`config.mk`:
```
export PLATFORM = sky130hd
export DESIGN_NAME = max_heap_priority_queue_flat
export DESIGN_NICKNAME = d
export VERILOG_FILES = /design/src/hw/rtl/mhpq_pkg.sv /design/src/hw/rtl/mhpq_ifs.sv /design/src/hw/rtl/max_heap_priority_queue.sv /design/src/hw/rtl/mhpq_cell.sv /design/src/flat_wrapper.sv
export SDC_FILE = /design/constraint.sdc
export NUM_CORES = 2
export LEC_CHECK = 0
export BUFFER_PORTS_ARGS = -buffer_cell sky130_fd_sc_hd__buf_4
export CORE_MARGIN = 4
export CORE_UTILIZATION = 46
export DETAILED_ROUTE_END_ITERATION = 7
export PLACE_DENSITY = 0.74
export SYNTH_ARGS = -nofsm -noshare
export SYNTH_HDL_FRONTEND = slang
export SYNTH_SLANG_ARGS = --single-unit
export TNS_END_PERCENT = 5
```
`constraint.sdc`:
```
create_clock -name clk -period 5.5 [get_ports clk]
set_input_delay 0.55 -clock clk [delete_from_list [all_inputs] [get_ports clk]]
set_output_delay 0.55 -clock clk [all_outputs]
set_load 0.005 [all_outputs]
```
`src/hw/rtl/mhpq_pkg.sv`:
```
// ----------------------------------------------------------------------------
// mhpq_pkg
// Types and codes shared by the priority queue, its cells and its channels.
// ----------------------------------------------------------------------------
package mhpq_pkg;

  localparam int KEY_W   = 32;
  localparam int COUNT_W = 6;

  typedef enum logic [1:0] {
    MODE_INSERT = 2'd0,
    MODE_REMOVE = 2'd1,
    MODE_QUERY  = 2'd2
  } mode_t;

  typedef enum logic [1:0] {
    STATUS_DONE  = 2'd0,
    STATUS_FULL  = 2'd1,
    STATUS_EMPTY = 2'd2
  } status_t;

  typedef struct packed {
    logic                    valid;
    logic signed [KEY_W-1:0] key;
  } slot_t;

  typedef struct packed {
    logic                    insert;
    logic                    remove;
    logic signed [KEY_W-1:0] key;
  } cell_cmd_t;

endpackage

```
`src/hw/rtl/mhpq_ifs.sv`:
```
// ----------------------------------------------------------------------------
// mhpq request and response channels
// Valid/ready channels that carry the queue requests and their results.
// ----------------------------------------------------------------------------
interface mhpq_req_if import mhpq_pkg::*; ();
  logic                    valid;
  logic                    ready;
  logic [1:0]              mode;
  logic signed [KEY_W-1:0] key;

  modport source (output valid, output mode, output key, input ready);
  modport sink (input valid, input mode, input key, output ready);
endinterface

interface mhpq_rsp_if import mhpq_pkg::*; ();
  logic                      valid;
  logic                      ready;
  logic signed [KEY_W-1:0]   top_key;
  logic                      top_valid;
  logic [COUNT_W-1:0]        count;
  logic signed [KEY_W-1:0]   removed_key;
  logic [1:0]                status;

  modport source (output valid, output top_key, output top_valid, output count,
                  output removed_key, output status, input ready);
  modport sink (input valid, input top_key, input top_valid, input count,
                input removed_key, input status, output ready);
endinterface

```
`src/hw/rtl/max_heap_priority_queue.sv`:
```
// A result is presented in the cycle after its request is accepted. Requests
// are taken one per cycle while no result waits untaken; each cell of the
// sorted row does one compare and one shift step per request, so the row size
// does not set the rate. A waiting result does not block the next request while
// the sink takes it. Reset empties the queue and drops any waiting result.
// ----------------------------------------------------------------------------
// max_heap_priority_queue
// Bounded max-priority queue of signed keys built as a sorted row of cells.
// ----------------------------------------------------------------------------
module max_heap_priority_queue import mhpq_pkg::*; #(
  parameter int CAPACITY = 32
) (
  input  logic       clk,
  input  logic       rst,
  mhpq_req_if.sink   req,
  mhpq_rsp_if.source rsp
);

  localparam int CW = $clog2(CAPACITY + 1);

  cell_cmd_t             cmd;
  slot_t                 cell_slot [CAPACITY];
  slot_t                 cell_next [CAPACITY];
  logic [CAPACITY-1:0]   cell_ge;
  logic [CAPACITY-1:0]   valid_vec;
  logic [CW-1:0]         held;
  logic [CW-1:0]         held_next;
  logic                  accept;
  logic                  full;
  logic                  empty;
  logic                  want_insert;
  logic                  want_remove;
  status_t               status_next;

  assign req.ready = !rsp.valid || rsp.ready;
  assign accept    = req.valid && req.ready;
  assign full      = (held == CW'(CAPACITY));
  assign empty     = !cell_slot[0].valid;

  always_comb begin
    want_insert = 1'b0;
    want_remove = 1'b0;
    unique case (req.mode)
      MODE_INSERT: want_insert = 1'b1;
      MODE_REMOVE: want_remove = 1'b1;
      default:     ;
    endcase
  end

  always_comb begin
    cmd.insert  = accept && want_insert && !full;
    cmd.remove  = accept && want_remove && !empty;
    cmd.key     = req.key;
    status_next = STATUS_DONE;
    if (want_insert && full) begin
      status_next = STATUS_FULL;
    end else if (want_remove && empty) begin
      status_next = STATUS_EMPTY;
    end
    held_next = held;
    if (cmd.insert) begin
      held_next = held + CW'(1);
    end else if (cmd.remove) begin
      held_next = held - CW'(1);
    end
  end

  for (genvar i = 0; i < CAPACITY; i++) begin : g_cell
    slot_t left_slot;
    slot_t right_slot;
    logic  left_ge;

    if (i == 0) begin : g_head
      assign left_slot = '0;
      assign left_ge   = 1'b1;
    end else begin : g_body
      assign left_slot = cell_slot[i-1];
      assign left_ge   = cell_ge[i-1];
    end

    if (i == CAPACITY - 1) begin : g_tail
      assign right_slot = '0;
    end else begin : g_link
      assign right_slot = cell_slot[i+1];
    end

    mhpq_cell u_cell (
      .clk        (clk),
      .rst        (rst),
      .cmd        (cmd),
      .left_slot  (left_slot),
      .left_ge    (left_ge),
      .right_slot (right_slot),
      .slot       (cell_slot[i]),
      .slot_next  (cell_next[i]),
      .ge         (cell_ge[i])
    );

    assign valid_vec[i] = cell_slot[i].valid;
  end

  always_ff @(posedge clk) begin
    if (accept) begin
      rsp.top_key     <= cell_next[0].valid ? cell_next[0].key : '0;
      rsp.top_valid   <= cell_next[0].valid;
      rsp.count       <= COUNT_W'(held_next);
      rsp.removed_key <= cmd.remove ? cell_slot[0].key : '0;
      rsp.status      <= status_next;
    end
  end

  always_ff @(posedge clk) begin
    if (rst) begin
      held      <= '0;
      rsp.valid <= 1'b0;
    end else begin
      held <= held_next;
      if (accept) begin
        rsp.valid <= 1'b1;
      end else if (rsp.ready) begin
        rsp.valid <= 1'b0;
      end
    end
  end

  logic [CAPACITY:0] valid_plus;
  assign valid_plus = (CAPACITY + 1)'({1'b0, valid_vec}) + (CAPACITY + 1)'(1);

  a_valid_prefix: assert property (@(posedge clk) disable iff (rst)
    $onehot(valid_plus))
    else $error("Occupied cells do not form a prefix of the row.");

  a_count_matches: assert property (@(posedge clk) disable iff (rst)
    held == CW'($countones(valid_vec)))
    else $error("Held count disagrees with occupied cells.");

  a_head_is_max: assert property (@(posedge clk) disable iff (rst)
    cell_slot[1].valid |-> !(cell_slot[0].key < cell_slot[1].key))
    else $error("Head cell does not hold the largest key.");

  a_result_follows: assert property (@(posedge clk) disable iff (rst)
    accept |=> rsp.valid)
    else $error("Accepted request produced no result.");

  a_empty_status: assert property (@(posedge clk) disable iff (rst)
    rsp.valid && rsp.status == STATUS_EMPTY |-> !rsp.top_valid && rsp.removed_key == '0)
    else $error("Removal from empty queue reported a key.");

endmodule

```
`src/hw/rtl/mhpq_cell.sv`:
```
// ----------------------------------------------------------------------------
// mhpq_cell
// One slot of the sorted key row; keeps, takes or shifts a key each cycle.
// ----------------------------------------------------------------------------
module mhpq_cell import mhpq_pkg::*; (
  input  logic      clk,
  input  logic      rst,
  input  cell_cmd_t cmd,
  input  slot_t     left_slot,
  input  logic      left_ge,
  input  slot_t     right_slot,
  output slot_t     slot,
  output slot_t     slot_next,
  output logic      ge
);

  assign ge = slot.valid && !(slot.key < cmd.key);

  always_comb begin
    slot_next = slot;
    if (cmd.insert) begin
      if (!ge) begin
        if (left_ge) begin
          slot_next.valid = 1'b1;
          slot_next.key   = cmd.key;
        end else begin
          slot_next = left_slot;
        end
      end
    end else if (cmd.remove) begin
      slot_next = right_slot;
    end
  end

  always_ff @(posedge clk) begin
    slot.key <= slot_next.key;
    if (rst) begin
      slot.valid <= 1'b0;
    end else begin
      slot.valid <= slot_next.valid;
    end
  end

endmodule
```
`src/flat_wrapper.sv`:
```
// flat-port wrapper written by rule: the top's interface ports become plain ports
module max_heap_priority_queue_flat import mhpq_pkg::*;
#(
  parameter int CAPACITY = 32
)
  (clk, rst, req_valid, req_mode, req_key, req_ready, rsp_valid, rsp_top_key, rsp_top_valid, rsp_count, rsp_removed_key, rsp_status, rsp_ready);
  mhpq_req_if req_i ();
  mhpq_rsp_if rsp_i ();
  input  logic clk;
  input  logic rst;
  input wire logic [$bits(req_i.valid)-1:0] req_valid;
  input wire logic [$bits(req_i.mode)-1:0] req_mode;
  input wire logic [$bits(req_i.key)-1:0] req_key;
  output wire logic [$bits(req_i.ready)-1:0] req_ready;
  output wire logic [$bits(rsp_i.valid)-1:0] rsp_valid;
  output wire logic [$bits(rsp_i.top_key)-1:0] rsp_top_key;
  output wire logic [$bits(rsp_i.top_valid)-1:0] rsp_top_valid;
  output wire logic [$bits(rsp_i.count)-1:0] rsp_count;
  output wire logic [$bits(rsp_i.removed_key)-1:0] rsp_removed_key;
  output wire logic [$bits(rsp_i.status)-1:0] rsp_status;
  input wire logic [$bits(rsp_i.ready)-1:0] rsp_ready;
  assign req_i.valid = req_valid;
  assign req_i.mode = req_mode;
  assign req_i.key = req_key;
  assign req_ready = req_i.ready;
  assign rsp_valid = rsp_i.valid;
  assign rsp_top_key = rsp_i.top_key;
  assign rsp_top_valid = rsp_i.top_valid;
  assign rsp_count = rsp_i.count;
  assign rsp_removed_key = rsp_i.removed_key;
  assign rsp_status = rsp_i.status;
  assign rsp_i.ready = rsp_ready;
  max_heap_priority_queue #(.CAPACITY(CAPACITY)) u_core (.clk(clk), .rst(rst), .req(req_i), .rsp(rsp_i));
endmodule
```
==> impl_summary.md <==
Route
The routed length per placed instance is approximately 26 µm. After the first detailed-routing iteration, the DRC count stood at 8042. For this run, design rule violations remaining after detail routing come to 12.

The first detailed-routing pass took 8 iterations. Summed over all layers, the routed wires come to about 250000 µm. In this run the remaining antenna-violating nets after routing total 0. Dividing the detail-routed via count by the number of cells gives roughly 6.4. Across all layers, the routed design uses 62532 vias.

Floorplanning
The width of the chip is between 400 and 500 µm. The initial cell density of the core is 46.49%. The initialized floorplan defines 150 standard-cell rows.

The floorplan step defined a die boundary enclosing roughly 180000 µm². The floorplan step defined a core boundary enclosing 168000 µm². The total I/O pin count is 113.

The vertical die dimension is ~420 µm.

Clock network
The count of instances resized after the clock tree is built is 0. The total setup buffers inserted after CTS is 0. The clock buffer count from CTS is 130.

The tree built by TritonCTS fans out to 1136 sinks. TritonCTS built the clock tree. The level count of the clock H-tree is 4.

The clock reaches the later pin of the worst-skew pair after 0.78 ns. The clock edge transition at the registers on the reported setup and hold paths is approximately 0.060 ns. In this run the deepest clock path goes through 3 buffers. The clock tree root driver cell is sky130_fd_sc_hd__clkbuf_16.

The count of hold buffers inserted by post-cts repair is 0.

Synthesis
Counting flops with an async set or reset pin after synthesis yields a share of 0%. Among all cell types in the netlist, the one instantiated most often is sky130_fd_sc_hd__nand2_1. The cell type with the highest aggregate area in the netlist is sky130_fd_sc_hd__edfxtp_1.

The net count after synthesis is 8456. The number of different library cells used by synthesis comes to 67. In this run the biggest area consumer among cell types represents ~41% of the synthesized area. Counting every instance in the synthesized netlist gives approximately 7400.

Yosys printed 0 warnings. The proportion of synthesized chip area in sequential cells is 42.78%. After synthesis the cells add up to 78080 µm². Each instance of the synthesized netlist takes up on average 10.52 µm². After synthesis, the most frequently instantiated cells are sky130_fd_sc_hd__nand2_1, sky130_fd_sc_hd__edfxtp_1, sky130_fd_sc_hd__ha_1. The synthesized flop and latch total is 1136. In the synthesized netlist the dominant register cell turns out to be sky130_fd_sc_hd__edfxtp_1.

In this run, synthesis inferred 1065 flip-flops with an integrated enable. Sorting the synthesized cells by area gives the leading types as sky130_fd_sc_hd__edfxtp_1, sky130_fd_sc_hd__ha_1, sky130_fd_sc_hd__mux2i_1, sky130_fd_sc_hd__nand2_1, sky130_fd_sc_hd__o21ai_1.

Pwr
The leakage power summed over all cells is 40.21 nW. In this run the power density over the cells is 263.7 nW/µm². The maximum vdd drop is roughly 0.28 mV.

Critical path
The critical path starts at req_key[29]. The startpoint of the worst register-to-register path is u_core.g_cell[31].u_cell.slot[30]. STA classifies the critical path endpoint as a flip-flop. The signal on the critical path passes through buf_4, clkinv_1, buf_4, ha_1, nand4_1, nor4_2, nor4b_1, a211o_1, xor2_1, o21ai_0, nand2_1, buf_12. Along the worst path, the maximum fanout reaches 32. Data arrives at the worst endpoint at a little under 5 ns. The data required time of the worst path is 5.96 ns.

The maximum cell stage delay along the critical path is 1.13 ns. The family of cells with the greatest summed delay on the critical path is simple AND/OR/NAND/NOR gates. Among all stages on the critical path, the largest delay is contributed by sky130_fd_sc_hd__nor4b_1. The critical path buffer and inverter count is 4. The kind of start point of the critical path is an input pin.

The critical path is of the input pin to flip-flop type. The cell that appears most often on the critical path is sky130_fd_sc_hd__buf_4.

Global route
The number of global-route vias before repair is approximately 60000. The remaining global-route overflow is 0. The initial antenna violation count is 16.

Across every metal layer, demand over resource in global routing totals 27.71%. The largest net degree at the start of global routing is 244. The first global-routing pass estimated 376600 µm of wire.

Min path
The worst hold path belongs to the class input pin to flip-flop. In this run the most critical hold path is launched from req_valid.

Place
The count of buffers added on input and output ports is 112. The weighted congestion reported at the end of routability-driven placement is roughly 0.94. The standard cell area after detailed placement is 81560 µm². Once detailed placement completed, the half-perimeter wirelength came to 180900 µm.

Finish
After the last flow step, the layout net total stands at 8435. The post-layout instance area is 85610 µm². The area overhead of the layout relative to synthesis is 9.632%. At the end of the flow the core is filled with cells to 50.96%. The post-route netlist has 7.679% of its cells at a drive strength greater than 1. The fill cell instance count of the final layout is around 15000.

Timing
The clock period could shrink to 4.406 ns. The worst pin sits at a relative slew slack of 10.20%. The slew at the pin closest to its max-slew limit is approximately 1.3 ns.

Static timing analysis puts the maximum clock frequency at 226.9 MHz. The number of hold-slack violations in the final timing report was 0. The number of setup violations in the final report is 0. The number of slew-limit violations in the final report is 0.

Setup repair after global routing left no endpoint under its margin. The worst-case clock skew is ~0.033 ns. The final cycle utilization of the critical path is 80.12%.

Status
The run finished, with violations left. The checks that failed: design-rule violations.

Flow run
Max-cap violations in this run came to 0.
[layer usage]
layer	vias to the layer above	wire length, µm	global-route usage (%)
met5	-	13	0
met4	2	14090	14.42
met3	638	24820	5.248
met2	3544	110100	42.09
met1	30166	103600	37.63
li1	28182	-	-
[cell type report]
cell class,instances,area (µm²),share of cell area [%]
antenna,16,40.04,0.04677
clock buffer,174,3572,4.173
clock inverter,57,425.4,0.4969
inverter,100,375.4,0.4385
multi-input combinational,5716,42220,49.32
sequential,1136,33400,39.02
tap,2204,2758,3.221
timing repair buffer,318,2810,3.283
[path summary, 6_finish.rpt]
kind / end / slack [ns] / cells after the start
hold reg to reg: u_core.g_cell[0].u_cell.slot[20] / 0.51 / 2
setup / recovery: u_core.g_cell[31].u_cell.slot[5] / 1.09 / 12
setup reg to reg: u_core.g_cell[31].u_cell.slot[5] / 1.23 / 9
hold / removal: u_core.rsp.valid / 0.04 / 3
[worst register-to-register path, delay by kind of cell (launching register included)]
| kind | cells | cell delay [ns] |
|---|---|---|
| fa+ha+maj | 1 | 0.33 |
| simple gates | 4 | 2.27 |
| flops | 1 | 0.43 |
| compound gates | 2 | 0.37 |
| xor+xnor | 1 | 0.24 |
| buf+inv | 1 | 0.26 |
[kinds of logic after synthesis]
logic type      share of synthesized area, %
xor+xnor                             0.07852
simple gates                           9.715
compound gates                         16.55
flops                                  42.78
fa+ha+maj                              15.94
buf+inv                                3.399
mux                                    11.54
[power by group]
group | leakage [nW] | switching (mW) | total, mW | internal (mW)
Clock | 1.96 | 3.71 | 8.43 | 4.71
Combinational | 27.8 | 2.34 | 3.73 | 1.39
Sequential | 10.4 | 0.454 | 10.4 | 9.96
[registers in the layout (all words and copies together) (netlist names)]
register                   cells
u_core.g_cell.u_cell.slot   1056
u_core.rsp.valid               1
u_core.rsp.count               6
u_core.rsp.status              2
u_core.rsp.removed_key        32
u_core.rsp.top_key            32
u_core.rsp.top_valid           1
u_core.held                    6
[layout by cell type (no fill, tap or decap), types with 11 or more instances in the layout]
cell,instances
sky130_fd_sc_hd__diode_2,16
sky130_fd_sc_hd__a21o_1,316
sky130_fd_sc_hd__a222oi_1,25
sky130_fd_sc_hd__a2111oi_0,46
sky130_fd_sc_hd__mux2i_1,898
sky130_fd_sc_hd__edfxtp_1,1065
sky130_fd_sc_hd__a211oi_1,37
sky130_fd_sc_hd__o21a_1,87
sky130_fd_sc_hd__buf_4,283
sky130_fd_sc_hd__o21ai_0,422
sky130_fd_sc_hd__nor3_1,78
sky130_fd_sc_hd__clkinv_1,31
sky130_fd_sc_hd__and2_1,32
sky130_fd_sc_hd__clkinv_2,16
sky130_fd_sc_hd__ha_1,995
sky130_fd_sc_hd__nor2_1,117
sky130_fd_sc_hd__o2111ai_1,26
sky130_fd_sc_hd__clkbuf_1,32
sky130_fd_sc_hd__a221oi_4,13
sky130_fd_sc_hd__nand4_1,149
sky130_fd_sc_hd__a41oi_1,34
sky130_fd_sc_hd__dfxtp_1,71
sky130_fd_sc_hd__o211ai_1,89
sky130_fd_sc_hd__nand2b_1,68
sky130_fd_sc_hd__clkbuf_16,133
sky130_fd_sc_hd__nor4_1,11
sky130_fd_sc_hd__a31oi_1,56
sky130_fd_sc_hd__o221a_2,31
sky130_fd_sc_hd__nand2_1,1197
sky130_fd_sc_hd__buf_12,34
sky130_fd_sc_hd__a21oi_1,253
sky130_fd_sc_hd__o21ai_1,545
sky130_fd_sc_hd__nand3_1,78
sky130_fd_sc_hd__inv_1,89
[metrics by stage]
step	total power, mW	TNS [ns]	std cells	hold WS (ns)	worst slack (ns)
2_1_floorplan	12.84	0	7423	0.4685	0.3102
3_3_place_gp	14.04	-0.3143	9473	0.4935	-0.02141
4_1_cts	22.55	0	9705	0.004466	0.7740
3_5_place_dp	14.21	-0.7990	9474	0.5081	-0.03844
6_report	22.57	0	9721	0.03713	1.094
5_1_grt	23.35	0	9715	0.07413	1.104
Note: power is estimated with default switching activity, not from simulation.
